--- src/hw/rtl/teleop_frame_decoder_core_macros.svh ---
// Assertion helpers shared by the frame decoder RTL.
`ifndef TELEOP_FRAME_DECODER_CORE_MACROS_SVH
`define TELEOP_FRAME_DECODER_CORE_MACROS_SVH

`ifndef SYNTH
// same-cycle implication
`define TFD_ASSERT_IMM(lbl, ante, cons, msg) \
  lbl: assert property (@(posedge clk) disable iff (!rst_n) (ante) |-> (cons)) \
    else $error(msg);
// next-cycle implication
`define TFD_ASSERT_NXT(lbl, ante, cons, msg) \
  lbl: assert property (@(posedge clk) disable iff (!rst_n) (ante) |=> (cons)) \
    else $error(msg);
`else
`define TFD_ASSERT_IMM(lbl, ante, cons, msg)
`define TFD_ASSERT_NXT(lbl, ante, cons, msg)
`endif

`endif

--- src/hw/rtl/tfd_pkg.sv ---
package tfd_pkg;

  localparam int FRAME_BYTES = 12;
  localparam int WIN_KEEP    = FRAME_BYTES - 1;
  localparam int FILL_W      = $clog2(FRAME_BYTES);

  localparam logic [7:0] HDR0 = 8'h66;
  localparam logic [7:0] HDR1 = 8'hCC;

  localparam int BTN_A_POS = 5;
  localparam int BTN_B_POS = 6;
  localparam int THR_POS   = 8;
  localparam int STR_POS   = 9;

  // button bit positions (active low)
  localparam int BA_MODE  = 4;
  localparam int BA_ESTOP = 6;
  localparam int BA_LEFT  = 7;
  localparam int BA_RIGHT = 5;
  localparam int BB_HB    = 2;
  localparam int BB_GEAR  = 0;

  // toggle flag bit positions
  localparam int TF_MODE  = 0;
  localparam int TF_LEFT  = 1;
  localparam int TF_RIGHT = 2;
  localparam int TF_HB    = 3;
  localparam int TF_GEAR  = 4;
  localparam int TF_W     = 5;

  localparam logic [7:0] AXIS_CENTER = 8'd128;
  localparam logic [7:0] AXIS_LO     = 8'd125;
  localparam logic [7:0] AXIS_HI     = 8'd130;

  localparam int CMD_W   = 15;
  localparam int STEER_W = 16;

  localparam int CFG_ADDR_W = 2;
  localparam logic [7:0] STEER_GAIN_RST = 8'd200;
  localparam logic [7:0] BRAKE_GAIN_RST = 8'd40;
  localparam logic [7:0] SPEED_GAIN_RST = 8'd15;

  typedef enum logic [CFG_ADDR_W-1:0] {
    REG_STEER_GAIN = 2'd0,
    REG_BRAKE_GAIN = 2'd1,
    REG_SPEED_GAIN = 2'd2
  } cfg_reg_t;

  typedef struct packed {
    logic [7:0] steer;
    logic [7:0] brake;
    logic [7:0] speed;
  } gains_t;

  typedef struct packed {
    logic [7:0] btn_a;
    logic [7:0] btn_b;
    logic [7:0] thr;
    logic [7:0] str;
  } frame_t;

  // packed so that the first field lands in the highest bits
  typedef struct packed {
    logic signed [STEER_W-1:0] steer_cmd;
    logic [CMD_W-1:0]          brake_cmd;
    logic [CMD_W-1:0]          speed_cmd;
    logic                      emergency_stop;
    logic                      drive_gear;
    logic                      hand_brake_on;
    logic                      right_lamp;
    logic                      left_lamp;
    logic                      auto_mode;
  } result_t;

endpackage

--- src/hw/rtl/tfd_window.sv ---
`include "teleop_frame_decoder_core_macros.svh"

module tfd_window (
  input  logic            clk,
  input  logic            rst_n,
  input  logic            in_fire,
  input  logic [7:0]      in_byte,
  input  logic            take,
  output logic            hit_v,
  output tfd_pkg::frame_t hit_frame
);
  import tfd_pkg::*;

  logic [7:0]        line_r [WIN_KEEP];
  logic [FILL_W-1:0] fill_r;
  logic              hit_v_r;
  frame_t            hit_frame_r;
  logic [7:0]        sum;
  logic              full;
  logic              frame_ok;

  always_comb begin
    sum = 8'd0;
    for (int i = 0; i < WIN_KEEP; i++) begin
      sum = sum + line_r[i];
    end
  end

  assign full     = (fill_r == FILL_W'(WIN_KEEP));
  assign frame_ok = full && (line_r[0] == HDR0) && (line_r[1] == HDR1) && (sum == in_byte);

  // shift line: oldest byte at index 0, every accepted byte shifts in
  always_ff @(posedge clk) begin
    if (in_fire) begin
      for (int i = 0; i < WIN_KEEP - 1; i++) begin
        line_r[i] <= line_r[i+1];
      end
      line_r[WIN_KEEP-1] <= in_byte;
    end
    if (in_fire && frame_ok) begin
      hit_frame_r.btn_a <= line_r[BTN_A_POS];
      hit_frame_r.btn_b <= line_r[BTN_B_POS];
      hit_frame_r.thr   <= line_r[THR_POS];
      hit_frame_r.str   <= line_r[STR_POS];
    end
  end

  always_ff @(posedge clk) begin
    if (!rst_n) begin
      fill_r  <= '0;
      hit_v_r <= 1'b0;
    end else begin
      if (in_fire) begin
        if (full) begin
          fill_r <= frame_ok ? '0 : FILL_W'(WIN_KEEP);
        end else begin
          fill_r <= fill_r + 1'b1;
        end
      end
      if (in_fire) begin
        hit_v_r <= frame_ok;
      end else if (take) begin
        hit_v_r <= 1'b0;
      end
    end
  end

  assign hit_v     = hit_v_r;
  assign hit_frame = hit_frame_r;

  `TFD_ASSERT_NXT(a_hit_source, !hit_v_r && !(in_fire && full), !hit_v_r,
                  "frame hit without a full window")
  `TFD_ASSERT_NXT(a_fill_wrap, in_fire && full,
                  fill_r == '0 || fill_r == FILL_W'(WIN_KEEP),
                  "fill count left the full window badly")
endmodule

--- src/hw/rtl/tfd_decode.sv ---
`include "teleop_frame_decoder_core_macros.svh"

module tfd_decode (
  input  logic             clk,
  input  logic             rst_n,
  input  logic             hit_v,
  input  tfd_pkg::frame_t  hit_frame,
  input  tfd_pkg::gains_t  gains,
  input  logic             out_ready,
  output logic             take,
  output logic             out_v,
  output tfd_pkg::result_t result
);
  import tfd_pkg::*;

  logic                      out_v_r;
  logic [TF_W-1:0]           flags_r;
  logic [TF_W-1:0]           flags_nxt;
  logic [7:0]                prev_a_r;
  logic [7:0]                prev_b_r;
  logic [CMD_W-1:0]          held_speed_r;
  logic [CMD_W-1:0]          held_brake_r;
  logic [CMD_W-1:0]          held_speed_nxt;
  logic [CMD_W-1:0]          held_brake_nxt;
  logic                      estop_r;
  logic signed [STEER_W-1:0] steer_r;
  logic signed [STEER_W-1:0] steer_nxt;
  logic                      fire;
  logic [7:0]                a;
  logic [7:0]                b;
  logic signed [8:0]         steer_dev;
  logic signed [17:0]        steer_prod;
  logic [7:0]                spd_dev;
  logic [7:0]                brk_dev;
  logic [15:0]               spd_prod;
  logic [15:0]               brk_prod;

  assign take = !out_v_r || out_ready;
  assign fire = hit_v && take;
  assign a    = hit_frame.btn_a;
  assign b    = hit_frame.btn_b;

  // press: low now, high in the previous frame
  always_comb begin
    flags_nxt = flags_r;
    flags_nxt[TF_MODE]  = flags_r[TF_MODE]  ^ (!a[BA_MODE]  && prev_a_r[BA_MODE]);
    flags_nxt[TF_LEFT]  = flags_r[TF_LEFT]  ^ (!a[BA_LEFT]  && prev_a_r[BA_LEFT]);
    flags_nxt[TF_RIGHT] = flags_r[TF_RIGHT] ^ (!a[BA_RIGHT] && prev_a_r[BA_RIGHT]);
    if (!b[BB_HB] && prev_b_r[BB_HB]) begin
      flags_nxt[TF_HB] = !flags_r[TF_HB];
    end else if (b[BB_HB] && !flags_r[TF_HB] && !b[BB_GEAR] && prev_b_r[BB_GEAR]) begin
      flags_nxt[TF_GEAR] = !flags_r[TF_GEAR];
    end
  end

  assign steer_dev  = $signed({1'b0, AXIS_CENTER}) - $signed({1'b0, hit_frame.str});
  assign steer_prod = steer_dev * $signed({1'b0, gains.steer});
  assign steer_nxt  = (hit_frame.str > AXIS_LO && hit_frame.str < AXIS_HI) ?
                      '0 : steer_prod[STEER_W-1:0];

  assign spd_dev  = AXIS_CENTER - hit_frame.thr;
  assign brk_dev  = hit_frame.thr - AXIS_CENTER;
  assign spd_prod = spd_dev * gains.speed;
  assign brk_prod = brk_dev * gains.brake;

  always_comb begin
    held_speed_nxt = held_speed_r;
    held_brake_nxt = held_brake_r;
    if (!flags_nxt[TF_HB] && flags_nxt[TF_GEAR]) begin
      if (hit_frame.thr >= AXIS_HI) begin
        held_brake_nxt = brk_prod[CMD_W-1:0];
        held_speed_nxt = '0;
      end else if (hit_frame.thr <= AXIS_LO) begin
        held_speed_nxt = spd_prod[CMD_W-1:0];
        held_brake_nxt = '0;
      end else begin
        held_speed_nxt = '0;
        held_brake_nxt = '0;
      end
    end
  end

  always_ff @(posedge clk) begin
    if (!rst_n) begin
      out_v_r      <= 1'b0;
      flags_r      <= '0;
      prev_a_r     <= 8'hFF;
      prev_b_r     <= 8'hFF;
      held_speed_r <= '0;
      held_brake_r <= '0;
    end else begin
      if (fire) begin
        out_v_r      <= 1'b1;
        flags_r      <= flags_nxt;
        prev_a_r     <= a;
        prev_b_r     <= b;
        held_speed_r <= held_speed_nxt;
        held_brake_r <= held_brake_nxt;
      end else if (out_ready) begin
        out_v_r <= 1'b0;
      end
    end
  end

  always_ff @(posedge clk) begin
    if (fire) begin
      estop_r <= !a[BA_ESTOP];
      steer_r <= steer_nxt;
    end
  end

  assign out_v                 = out_v_r;
  assign result.auto_mode      = flags_r[TF_MODE];
  assign result.left_lamp      = flags_r[TF_LEFT];
  assign result.right_lamp     = flags_r[TF_RIGHT];
  assign result.hand_brake_on  = flags_r[TF_HB];
  assign result.drive_gear     = flags_r[TF_GEAR];
  assign result.emergency_stop = estop_r;
  assign result.speed_cmd      = held_speed_r;
  assign result.brake_cmd      = held_brake_r;
  assign result.steer_cmd      = steer_r;

  `TFD_ASSERT_NXT(a_stall_hold, out_v_r && !out_ready,
                  $stable(flags_r) && $stable(held_speed_r) && $stable(held_brake_r),
                  "decoder state moved while result stalled")
  `TFD_ASSERT_IMM(a_gear_lock, fire && flags_r[TF_HB],
                  flags_nxt[TF_GEAR] == flags_r[TF_GEAR],
                  "gear toggled with hand brake on")
endmodule

--- src/hw/rtl/teleop_frame_decoder_core.sv ---
// Remote-control frame decoder.
// in_*  : one received serial byte per beat (in_tdata[7:0]).
// out_* : one beat per accepted 12-byte frame carrying mode, lights, hand
//         brake, gear, emergency stop and the speed/brake/steer commands
//         in 1/128 units.
// cfg_* : write-only gains (steer, brake, speed); write only while idle.
// Bytes enter a sliding window; when the eleven held bytes plus the new one
// start with 0x66 0xCC and carry a matching 8-bit checksum, the window
// restarts empty and the frame is decoded.
// After the last frame byte is accepted, the result beat passes the window
// check register, then the decode/output register.
// The window takes one byte per cycle while in_tready is high; the checksum
// adder in the window stage is combinational.
// Reset clears the window fill, the toggles (all off), the held speed and
// brake (zero), the previous buttons (all released) and the gains to
// 200/40/15. When the receiver stalls, the result holds and one more frame
// can wait in the window stage; in_tready drops only when both are full.
module teleop_frame_decoder_core (
  input  logic                            clk,
  input  logic                            rst_n,
  input  logic                            in_tvalid,
  output logic                            in_tready,
  input  logic [7:0]                      in_tdata,   // [7:0] rx_byte
  output logic                            out_tvalid,
  input  logic                            out_tready,
  // [0] auto_mode, [1] left_lamp, [2] right_lamp, [3] hand_brake_on,
  // [4] drive_gear, [5] emergency_stop, [20:6] speed_cmd, [35:21] brake_cmd,
  // [51:36] steer_cmd, [55:52] zero
  output logic [55:0]                     out_tdata,
  input  logic                            cfg_we,
  input  logic [tfd_pkg::CFG_ADDR_W-1:0]  cfg_addr,
  input  logic [7:0]                      cfg_wdata
);
  import tfd_pkg::*;

  gains_t  gains_r;
  logic    in_fire;
  logic    take;
  logic    hit_v;
  frame_t  hit_frame;
  result_t result;

  // gain registers; user writes only while the block is idle, unchecked here
  always_ff @(posedge clk) begin
    if (!rst_n) begin
      gains_r.steer <= STEER_GAIN_RST;
      gains_r.brake <= BRAKE_GAIN_RST;
      gains_r.speed <= SPEED_GAIN_RST;
    end else if (cfg_we) begin
      case (cfg_reg_t'(cfg_addr))
        REG_STEER_GAIN: gains_r.steer <= cfg_wdata;
        REG_BRAKE_GAIN: gains_r.brake <= cfg_wdata;
        REG_SPEED_GAIN: gains_r.speed <= cfg_wdata;
        default: ;  // drop writes to unused indexes
      endcase
    end
  end

  // accept a byte unless a matched frame waits and cannot advance
  assign in_tready = !hit_v || take;
  assign in_fire   = in_tvalid && in_tready;

  tfd_window u_window (
    .clk       (clk),
    .rst_n     (rst_n),
    .in_fire   (in_fire),
    .in_byte   (in_tdata),
    .take      (take),
    .hit_v     (hit_v),
    .hit_frame (hit_frame)
  );

  tfd_decode u_decode (
    .clk       (clk),
    .rst_n     (rst_n),
    .hit_v     (hit_v),
    .hit_frame (hit_frame),
    .gains     (gains_r),
    .out_ready (out_tready),
    .take      (take),
    .out_v     (out_tvalid),
    .result    (result)
  );

  assign out_tdata = {4'b0000, result};
endmodule
--- config.mk ---
export PLATFORM = sky130hd
export DESIGN_NAME = teleop_frame_decoder_core
export DESIGN_NICKNAME = d
export VERILOG_FILES = /design/src/hw/rtl/tfd_pkg.sv /design/src/hw/rtl/tfd_window.sv /design/src/hw/rtl/tfd_decode.sv /design/src/hw/rtl/teleop_frame_decoder_core.sv
export VERILOG_INCLUDE_DIRS = /design/src /design/src/hw/rtl
export SDC_FILE = /design/constraint.sdc
export NUM_CORES = 1
export LEC_CHECK = 0
export BUFFER_PORTS_ARGS = -buffer_cell sky130_fd_sc_hd__buf_2
export CORE_UTILIZATION = 30
export DETAILED_ROUTE_END_ITERATION = 7
export SETUP_SLACK_MARGIN = 0.2
export SLEW_MARGIN = 20
export SYNTH_ARGS = -nofsm -noshare
export SYNTH_HDL_FRONTEND = slang
export SYNTH_SLANG_ARGS = --single-unit
--- constraint.sdc ---
create_clock -name clk -period 8.2 [get_ports clk]
set_input_delay 1.23 -clock clk [delete_from_list [all_inputs] [get_ports clk]]
set_output_delay 1.23 -clock clk [all_outputs]
set_load 0.1 [all_outputs]
==> flow_summary.json, run 1 <==
{
  "outcome": "complete, no violations",
  "antenna_cells": 0,
  "drv_slew": 0,
  "setup_violations": 0,
  "fill_cells": 5081,
  "place_congestion": 0.850,
  "crit_path_max_fanout": 19,
  "hold_path.class": "flop to flop",
  "nNetsFinal": 1801,
  "yosysSeqAreaShare_pct": 34.0,
  "drv_cap": 0,
  "place_ws_ns": 2.32,
  "tightest_slew_ns": 0.968,
  "clockBufferDepth": 2,
  "ys_warn_count": 0,
  "ys_ff_latch": 197,
  "ys_top_cells_by_area": "edfxtp_1, fa_1, ha_1",
  "synth_cell_types": 67,
  "grt.met3_usage_pct": 2.83,
  "p_per_area_mw_per_mm2": 213,
  "gr-usage-all-layers_pct": 13.2,
  "vias": 9797,
  "synth_top_cell_by_area": "edfxtp_1",
  "grt_setup_unrepaired": "no",
  "antenna_found_initial": 0,
  "met1_usage_pct": 17.4,
  "async_flop_share_pct": 0,
  "worstSkewPairLatency_ns": 0.48,
  "slew-limit-headroom_pct": 35.5,
  "cts_resized": 0,
  "syn_area_mm2": 0.0153,
  "clkTransAtPathRegs_ns": 0.08,
  "htreeDepth": 4,
  "synth_flop_cell": "edfxtp_1",
  "grt_max_degree": 90,
  "hpwl_um": 25400,
  "crit_required_ns": 8.60,
  "p_leak_nw": 7.69,
  "worstSetupPathType": "flop to flop",
  "slowest_stage": "edfxtp_1",
  "hold_viol_final": 0,
  "grt_pass1_wl_um": 53900,
  "cts_hold_buf": 0,
  "core_area_mm2": 0.0503,
  "use_met2_pct": 21.1,
  "path_cells": "inv_1 > ha_1 > nand2b_1 > nor2_1 > xnor2_1 > nand2_1 > fa_1 > fa_1 > inv_1 > fa_1 > inv_1 > fa_1 > inv_1 > ha_1 > o21ai_0 > nand2_1 > nand2_1 > o31ai_1 > nor3_1 > or4b_1 > a31oi_1",
  "hold_slack_ns": 0.457,
  "fin_skew_ns": 0.0164,
  "ant_nets": 0,
  "avgViaCountPerCell": 4.52,
  "grt_overflow": 0,
  "setup.worst_path.end_class": "flop",
  "busiest_layer": "met2",
  "cts.sinks": 197,
  "routedWlPerCell_um": 14.9,
  "cp-start-kind": "flop",
  "avgSynthCellArea_um2": 10.8,
  "setup_slack_ns": 2.26,
  "critPathMaxStageDelay_ns": 0.71,
  "rows": 82,
  "drt-initial-drc-count": 608,
  "critPathArrivalTime_ns": 6.34,
  "portBuffers": 76,
  "die-area_mm2": 0.0520,
  "routed_wl_um": 32400,
  "irDropWorstVdd_mv": 0.205,
  "synthCells": 1423,
  "cts_buffers": 17,
  "grt_pass1_vias": 10400,
  "min_period_ns": 5.94,
  "finalSetupTns_ns": 0,
  "die_y_um": 228,
  "post_cts_buffers": 0,
  "drc": 0,
  "cts_tree": "yes",
  "cts-root-buf": "clkbuf_16",
  "drive_gt1_share_pct": 8.43,
  "initial_core_util_pct": 30.5,
  "synth_edf_count": 127,
  "netlist.area_leader.share_pct": 24.9,
  "die_w_um": 228,
  "max_freq_ghz": 0.168,
  "ioPinCount": 81,
  "dr.pass1.iters": 7,
  "fin_crit_sh_pct": 72.5,
  "syn_to_final_growth_pct": 10.9
}
state kept, by name (all words and copies together), names as in the netlist:
signal                 count
gains_r                   24
u_decode.estop_r           1
u_decode.flags_r           5
u_decode.held_brake_r     15
u_decode.held_speed_r     15
u_decode.out_v             1
u_decode.prev_a_r          3
u_decode.prev_b_r          2
u_decode.steer_r          16
u_window.fill_r            4
u_window.hit_frame        22
u_window.hit_v             1
u_window.line_r           88
through the flow:
stage,cells,util [%],instance area (um^2),power (mW)
finish,2166,33.8,17000,3.63
floorplan,1426,-,15300,2.46
global placement,2134,32.7,16400,2.76
detailed placement,2134,32.7,16400,2.81
CTS,2166,33.8,17000,3.68
global route,2166,33.8,17000,3.93
kinds of logic (layout without fill, tap and decap cells):
family	count (synthesis)	in the layout	share of synthesized area [%]
AO/OA/AOI/OAI	112	112	5.00
AND/OR/NAND/NOR	414	414	13.5
adder cells (fa/ha/maj)	297	297	33.1
XOR/XNOR	82	82	5.20
multiplexers	27	27	1.77
other	1	4	0.0245
flip-flops	197	197	34.0
buffers and inverters	293	361	7.31
area by class of cell:
| class | count | area, um^2 | area share (%) |
|---|---|---|---|
| clock buffers | 17 | 425 | 2.50 |
| clock inverters | 15 | 158 | 0.927 |
| inverters | 249 | 936 | 5.50 |
| multi-input cells | 936 | 9020 | 53.0 |
| flip-flops and latches | 197 | 5220 | 30.7 |
| well taps | 672 | 841 | 4.94 |
| repair buffers | 80 | 414 | 2.44 |
synth_stat cells, types with 10 or more instances:
cell,number
xor2_1,23
xnor2_1,53
inv_1,247
clkbuf_1,35
nand2b_1,10
nand2_1,142
a22oi_1,19
edfxtp_1,127
mux2i_1,26
fa_1,182
o21ai_0,12
and2_1,106
nor2_1,76
dfxtp_1,70
ha_1,115
nand3_1,16
a21oi_1,25
nor3_1,13
a21o_1,15
final timing paths:
path,startpoint,to,slack (ns),cells after the start
setup / recovery,u_window.hit_frame[8],u_decode.held_speed_r[14],2.26,21
setup reg to reg,u_window.hit_frame[8],u_decode.held_speed_r[14],2.26,21
hold reg to reg,u_decode.held_brake_r[10],u_decode.held_brake_r[10],0.46,2
hold / removal,u_decode.held_brake_r[10],u_decode.held_brake_r[10],0.46,2
per-layer routing:
layer  up-vias  wire length, um
met1      4963            15200
met2       147            15400
met4         0              580
li1       4658                -
met3        29             1230
met5         -                0
layout by cell type (no fill, tap or decap), types with 6 or more instances in the layout:
cell	instances
clkbuf_16	17
edfxtp_1	127
nand3_1	16
nand2_1	142
a22oi_1	19
nand2b_1	10
nor2b_1	8
nor3_1	12
dfxtp_1	70
xnor2_1	53
nor2_1	75
a21oi_1	25
inv_1	246
o211ai_1	6
a21o_1	15
o21ai_0	12
fa_1	182
xor2_1	23
mux2i_1	26
buf_2	76
nor4_1	8
ha_1	115
nor3b_1	6
and2_1	106
critical path: cells and delay by family (launching register included):
kind	cells	cell delay, ns
simple gates	7	1.10
compound gates	3	0.61
flops	1	0.71
fa+ha+maj	6	2.62
xor+xnor	1	0.51
buf+inv	4	0.31
where the power goes:
part	switching, mW	internal, mW
logic	0.883	0.769
registers	0.0369	1.10
clock network	0.436	0.406
No activity file was read; power rests on OpenSTA's default activity.
==> run 2: changes to the inputs <==
- ABC_AREA: not set -> 1
- clock period: 8.2 -> 5.5 ns (I/O delays scaled with it)
==> run 2 against run 1 <==
  * Count of clock-buffer cells in the layout unchanged
  * Sequential share of layout area down 1.6 points
  * Clock power up 62%
  * Largest cell class unchanged
  * Sequential power up 51%
==> flow_summary.json, run 2 <==
{
  "outcome": "complete, no violations",
  "fin_crit_sh_pct": 95.3,
  "path_cells": "fa_1 > inv_1 > fa_1 > fa_1 > inv_1 > fa_1 > fa_1 > ha_2 > inv_2 > fa_1 > xor2_1 > nand3_1 > nor2_1 > nand4_1 > nor2_2 > nand3_2 > clkinvlp_4 > clkbuf_16",
  "tightest_slew_ns": 1.03,
  "place_inst": 2447,
  "grt_pass1_wl_um": 57800,
  "clkTransAtPathRegs_ns": 0.09,
  "finalSetupTns_ns": 0,
  "syn_area_mm2": 0.0156,
  "grt_max_degree": 56,
  "ys_warn_count": 0,
  "final_common_cell": "inv_1",
  "ys_ff_latch": 197,
  "power_mw": 5.57,
  "clockBufferDepth": 2,
  "crit_required_ns": 5.72,
  "rows": 83,
  "setup_violations": 0,
  "critPathArrivalTime_ns": 5.45,
  "netlist.area_leader.share_pct": 24.4,
  "crit_path_max_fanout": 6,
  "avgSynthCellArea_um2": 9.11,
  "cts_tree": "yes",
  "routedWlPerCell_um": 14.0,
  "cp-start-kind": "flop",
  "yosysSeqAreaShare_pct": 33.4,
  "largest_register_ffs": 88,
  "ys_top_cells_by_area": "edfxtp_1, fa_1, inv_1",
  "htreeDepth": 4,
  "synth_top_cell_by_area": "edfxtp_1",
  "core_area_mm2": 0.0514,
  "hpwl_um": 27500,
  "synth_cell_types": 47,
  "antenna_cells": 0,
  "hold_path.class": "flop to flop",
  "dr.pass1.iters": 5,
  "avgViaCountPerCell": 4.44,
  "syn_to_final_growth_pct": 14.8,
  "portBuffers": 76,
  "worstSetupPathType": "flop to flop",
  "grt_pass1_vias": 11500,
  "drive_gt1_share_pct": 13.6,
  "grt_overflow": 0,
  "cts-root-buf": "clkbuf_16",
  "die_y_um": 230,
  "reg.largest.list": "u_window.line_r (88), gains_r (24), u_window.hit_frame (22)",
  "worstSkewPairLatency_ns": 0.49,
  "seqCellArea_mm2": 0.00522,
  "vias": 11100,
  "critPathMaxStageDelay_ns": 0.56,
  "grt_setup_unrepaired": "yes",
  "yosysMostFrequentCell": "inv_1",
  "routed_wl_um": 35100,
  "cpMostUsedCell": "fa_1",
  "stdcell_area_mm2": 0.0179,
  "yosys-top-cells-count": "inv_1, nand2_1, fa_1, edfxtp_1, nor2_1",
  "ant_nets": 0,
  "slowest_stage": "fa_1",
  "slew-limit-headroom_pct": 30.7,
  "synth_edf_count": 127,
  "place_area_mm2": 0.0168,
  "irDropWorstVdd_mv": 0.235,
  "cts.sinks": 197,
  "place_congestion": 0.867,
  "finalNonFillerCells": 2508,
  "cts_buffers": 17,
  "gr-usage-all-layers_pct": 13.9,
  "async_flop_share_pct": 0,
  "synthCells": 1714,
  "multiInputGateArea_mm2": 0.00886,
  "drv_slew": 0,
  "final_cell_mix": "inv_1, nand2_1, fa_1",
  "max_freq_ghz": 0.191,
  "die_w_um": 230,
  "drc": 0,
  "setup.worst_path.end_class": "flop",
  "p_leak_nw": 8.77,
  "p_per_area_mw_per_mm2": 311,
  "initial_core_util_pct": 30.4,
  "nNetsFinal": 2135,
  "drt-initial-drc-count": 657,
  "fill_cells": 5219,
  "fin_skew_ns": 0.0174,
  "hold_viol_final": 0,
  "hold_slack_ns": 0.453,
  "ioPinCount": 81,
  "cts_hold_buf": 0,
  "top_register": "u_window.line_r",
  "synth_flop_cell": "edfxtp_1",
  "antenna_found_initial": 1,
  "min_period_ns": 5.24,
  "drv_cap": 0,
  "die-area_mm2": 0.0529
}
[run 2: changes by cell type after synthesis, moves of 26 or more]
cell	delta
xnor2_1	-40
o21ai_0	+28
mux2i_1	-26
nand3_1	+37
a21oi_1	+62
and2_1	-106
nor2_1	+45
nand2_1	+187
inv_1	+166
[run 2: final timing paths]
check                        startpoint                    end  slack [ns]  cells past startpoint
hold / removal      u_decode.flags_r[2]    u_decode.flags_r[2]        0.45                      1
hold reg to reg     u_decode.flags_r[2]    u_decode.flags_r[2]        0.45                      1
setup / recovery  u_window.line_r[2][1]  u_window.hit_frame[9]        0.26                     18
setup reg to reg  u_window.line_r[2][1]  u_window.hit_frame[9]        0.26                     18
[run 2: through the flow]
step | util, % | setup WS (ns)
2_1_floorplan | - | 0.286
3_3_place_gp | 32.6 | 0.168
3_5_place_dp | 32.6 | 0.0515
4_1_cts | 33.9 | 0.154
5_1_grt | 34.8 | 0.0495
6_report | 34.8 | 0.261
[run 2: layout make-up]
class                   instances  share of cell area (%)
clock buffers                  17                    2.37
clock inverters                15                    1.22
inverters                     431                    9.12
multi-input cells            1053                    49.4
flip-flops and latches        197                    29.1
well taps                     680                    4.75
repair buffers                115                    3.99
[run 2: per-layer routing]
| layer | GRT usage, % | wire (um) | part of all wire (%) | vias up |
|---|---|---|---|---|
| met3 | 2.64 | 1270 | 3.6 | 36 |
| met2 | 23.0 | 16800 | 48 | 187 |
| met5 | 0 | 13 | 0.037 | - |
| met1 | 18.1 | 16300 | 46 | 5465 |
| met4 | 4.72 | 652 | 1.9 | 2 |
| li1 | - | - | - | 5457 |
[run 2: repair_timing]
action	in CTS	in global routing
buffers inserted	3	24
gates cloned	0	2
endpoints found under the setup margin	26	33
pin swaps	0	32
gates resized for setup	5	73
hold endpoints to repair	0	0
[run 2: power by group]
part           internal [mW]  switching (mW)
Combinational           1.07            1.44
Clock                  0.667           0.689
Sequential              1.65          0.0584
Total                   3.38            2.19
[run 2: critical path: cells and delay by family, from the launching register on]
| family | cells | cell delay, ns |
|---|---|---|
| xor+xnor | 1 | 0.15 |
| fa+ha+maj | 7 | 3.26 |
| buf+inv | 5 | 0.54 |
| flops | 1 | 0.42 |
| simple gates | 5 | 0.58 |
[run 2: logic make-up after synthesis]
group           count (synthesis)  share of synthesized area (%)
simple gates                  542                           14.3
buf+inv                       467                           11.6
other cells                     1                         0.0240
xor+xnor                       33                           1.85
compound gates                177                           6.29
flops                         197                           33.4
fa+ha+maj                     297                           32.6
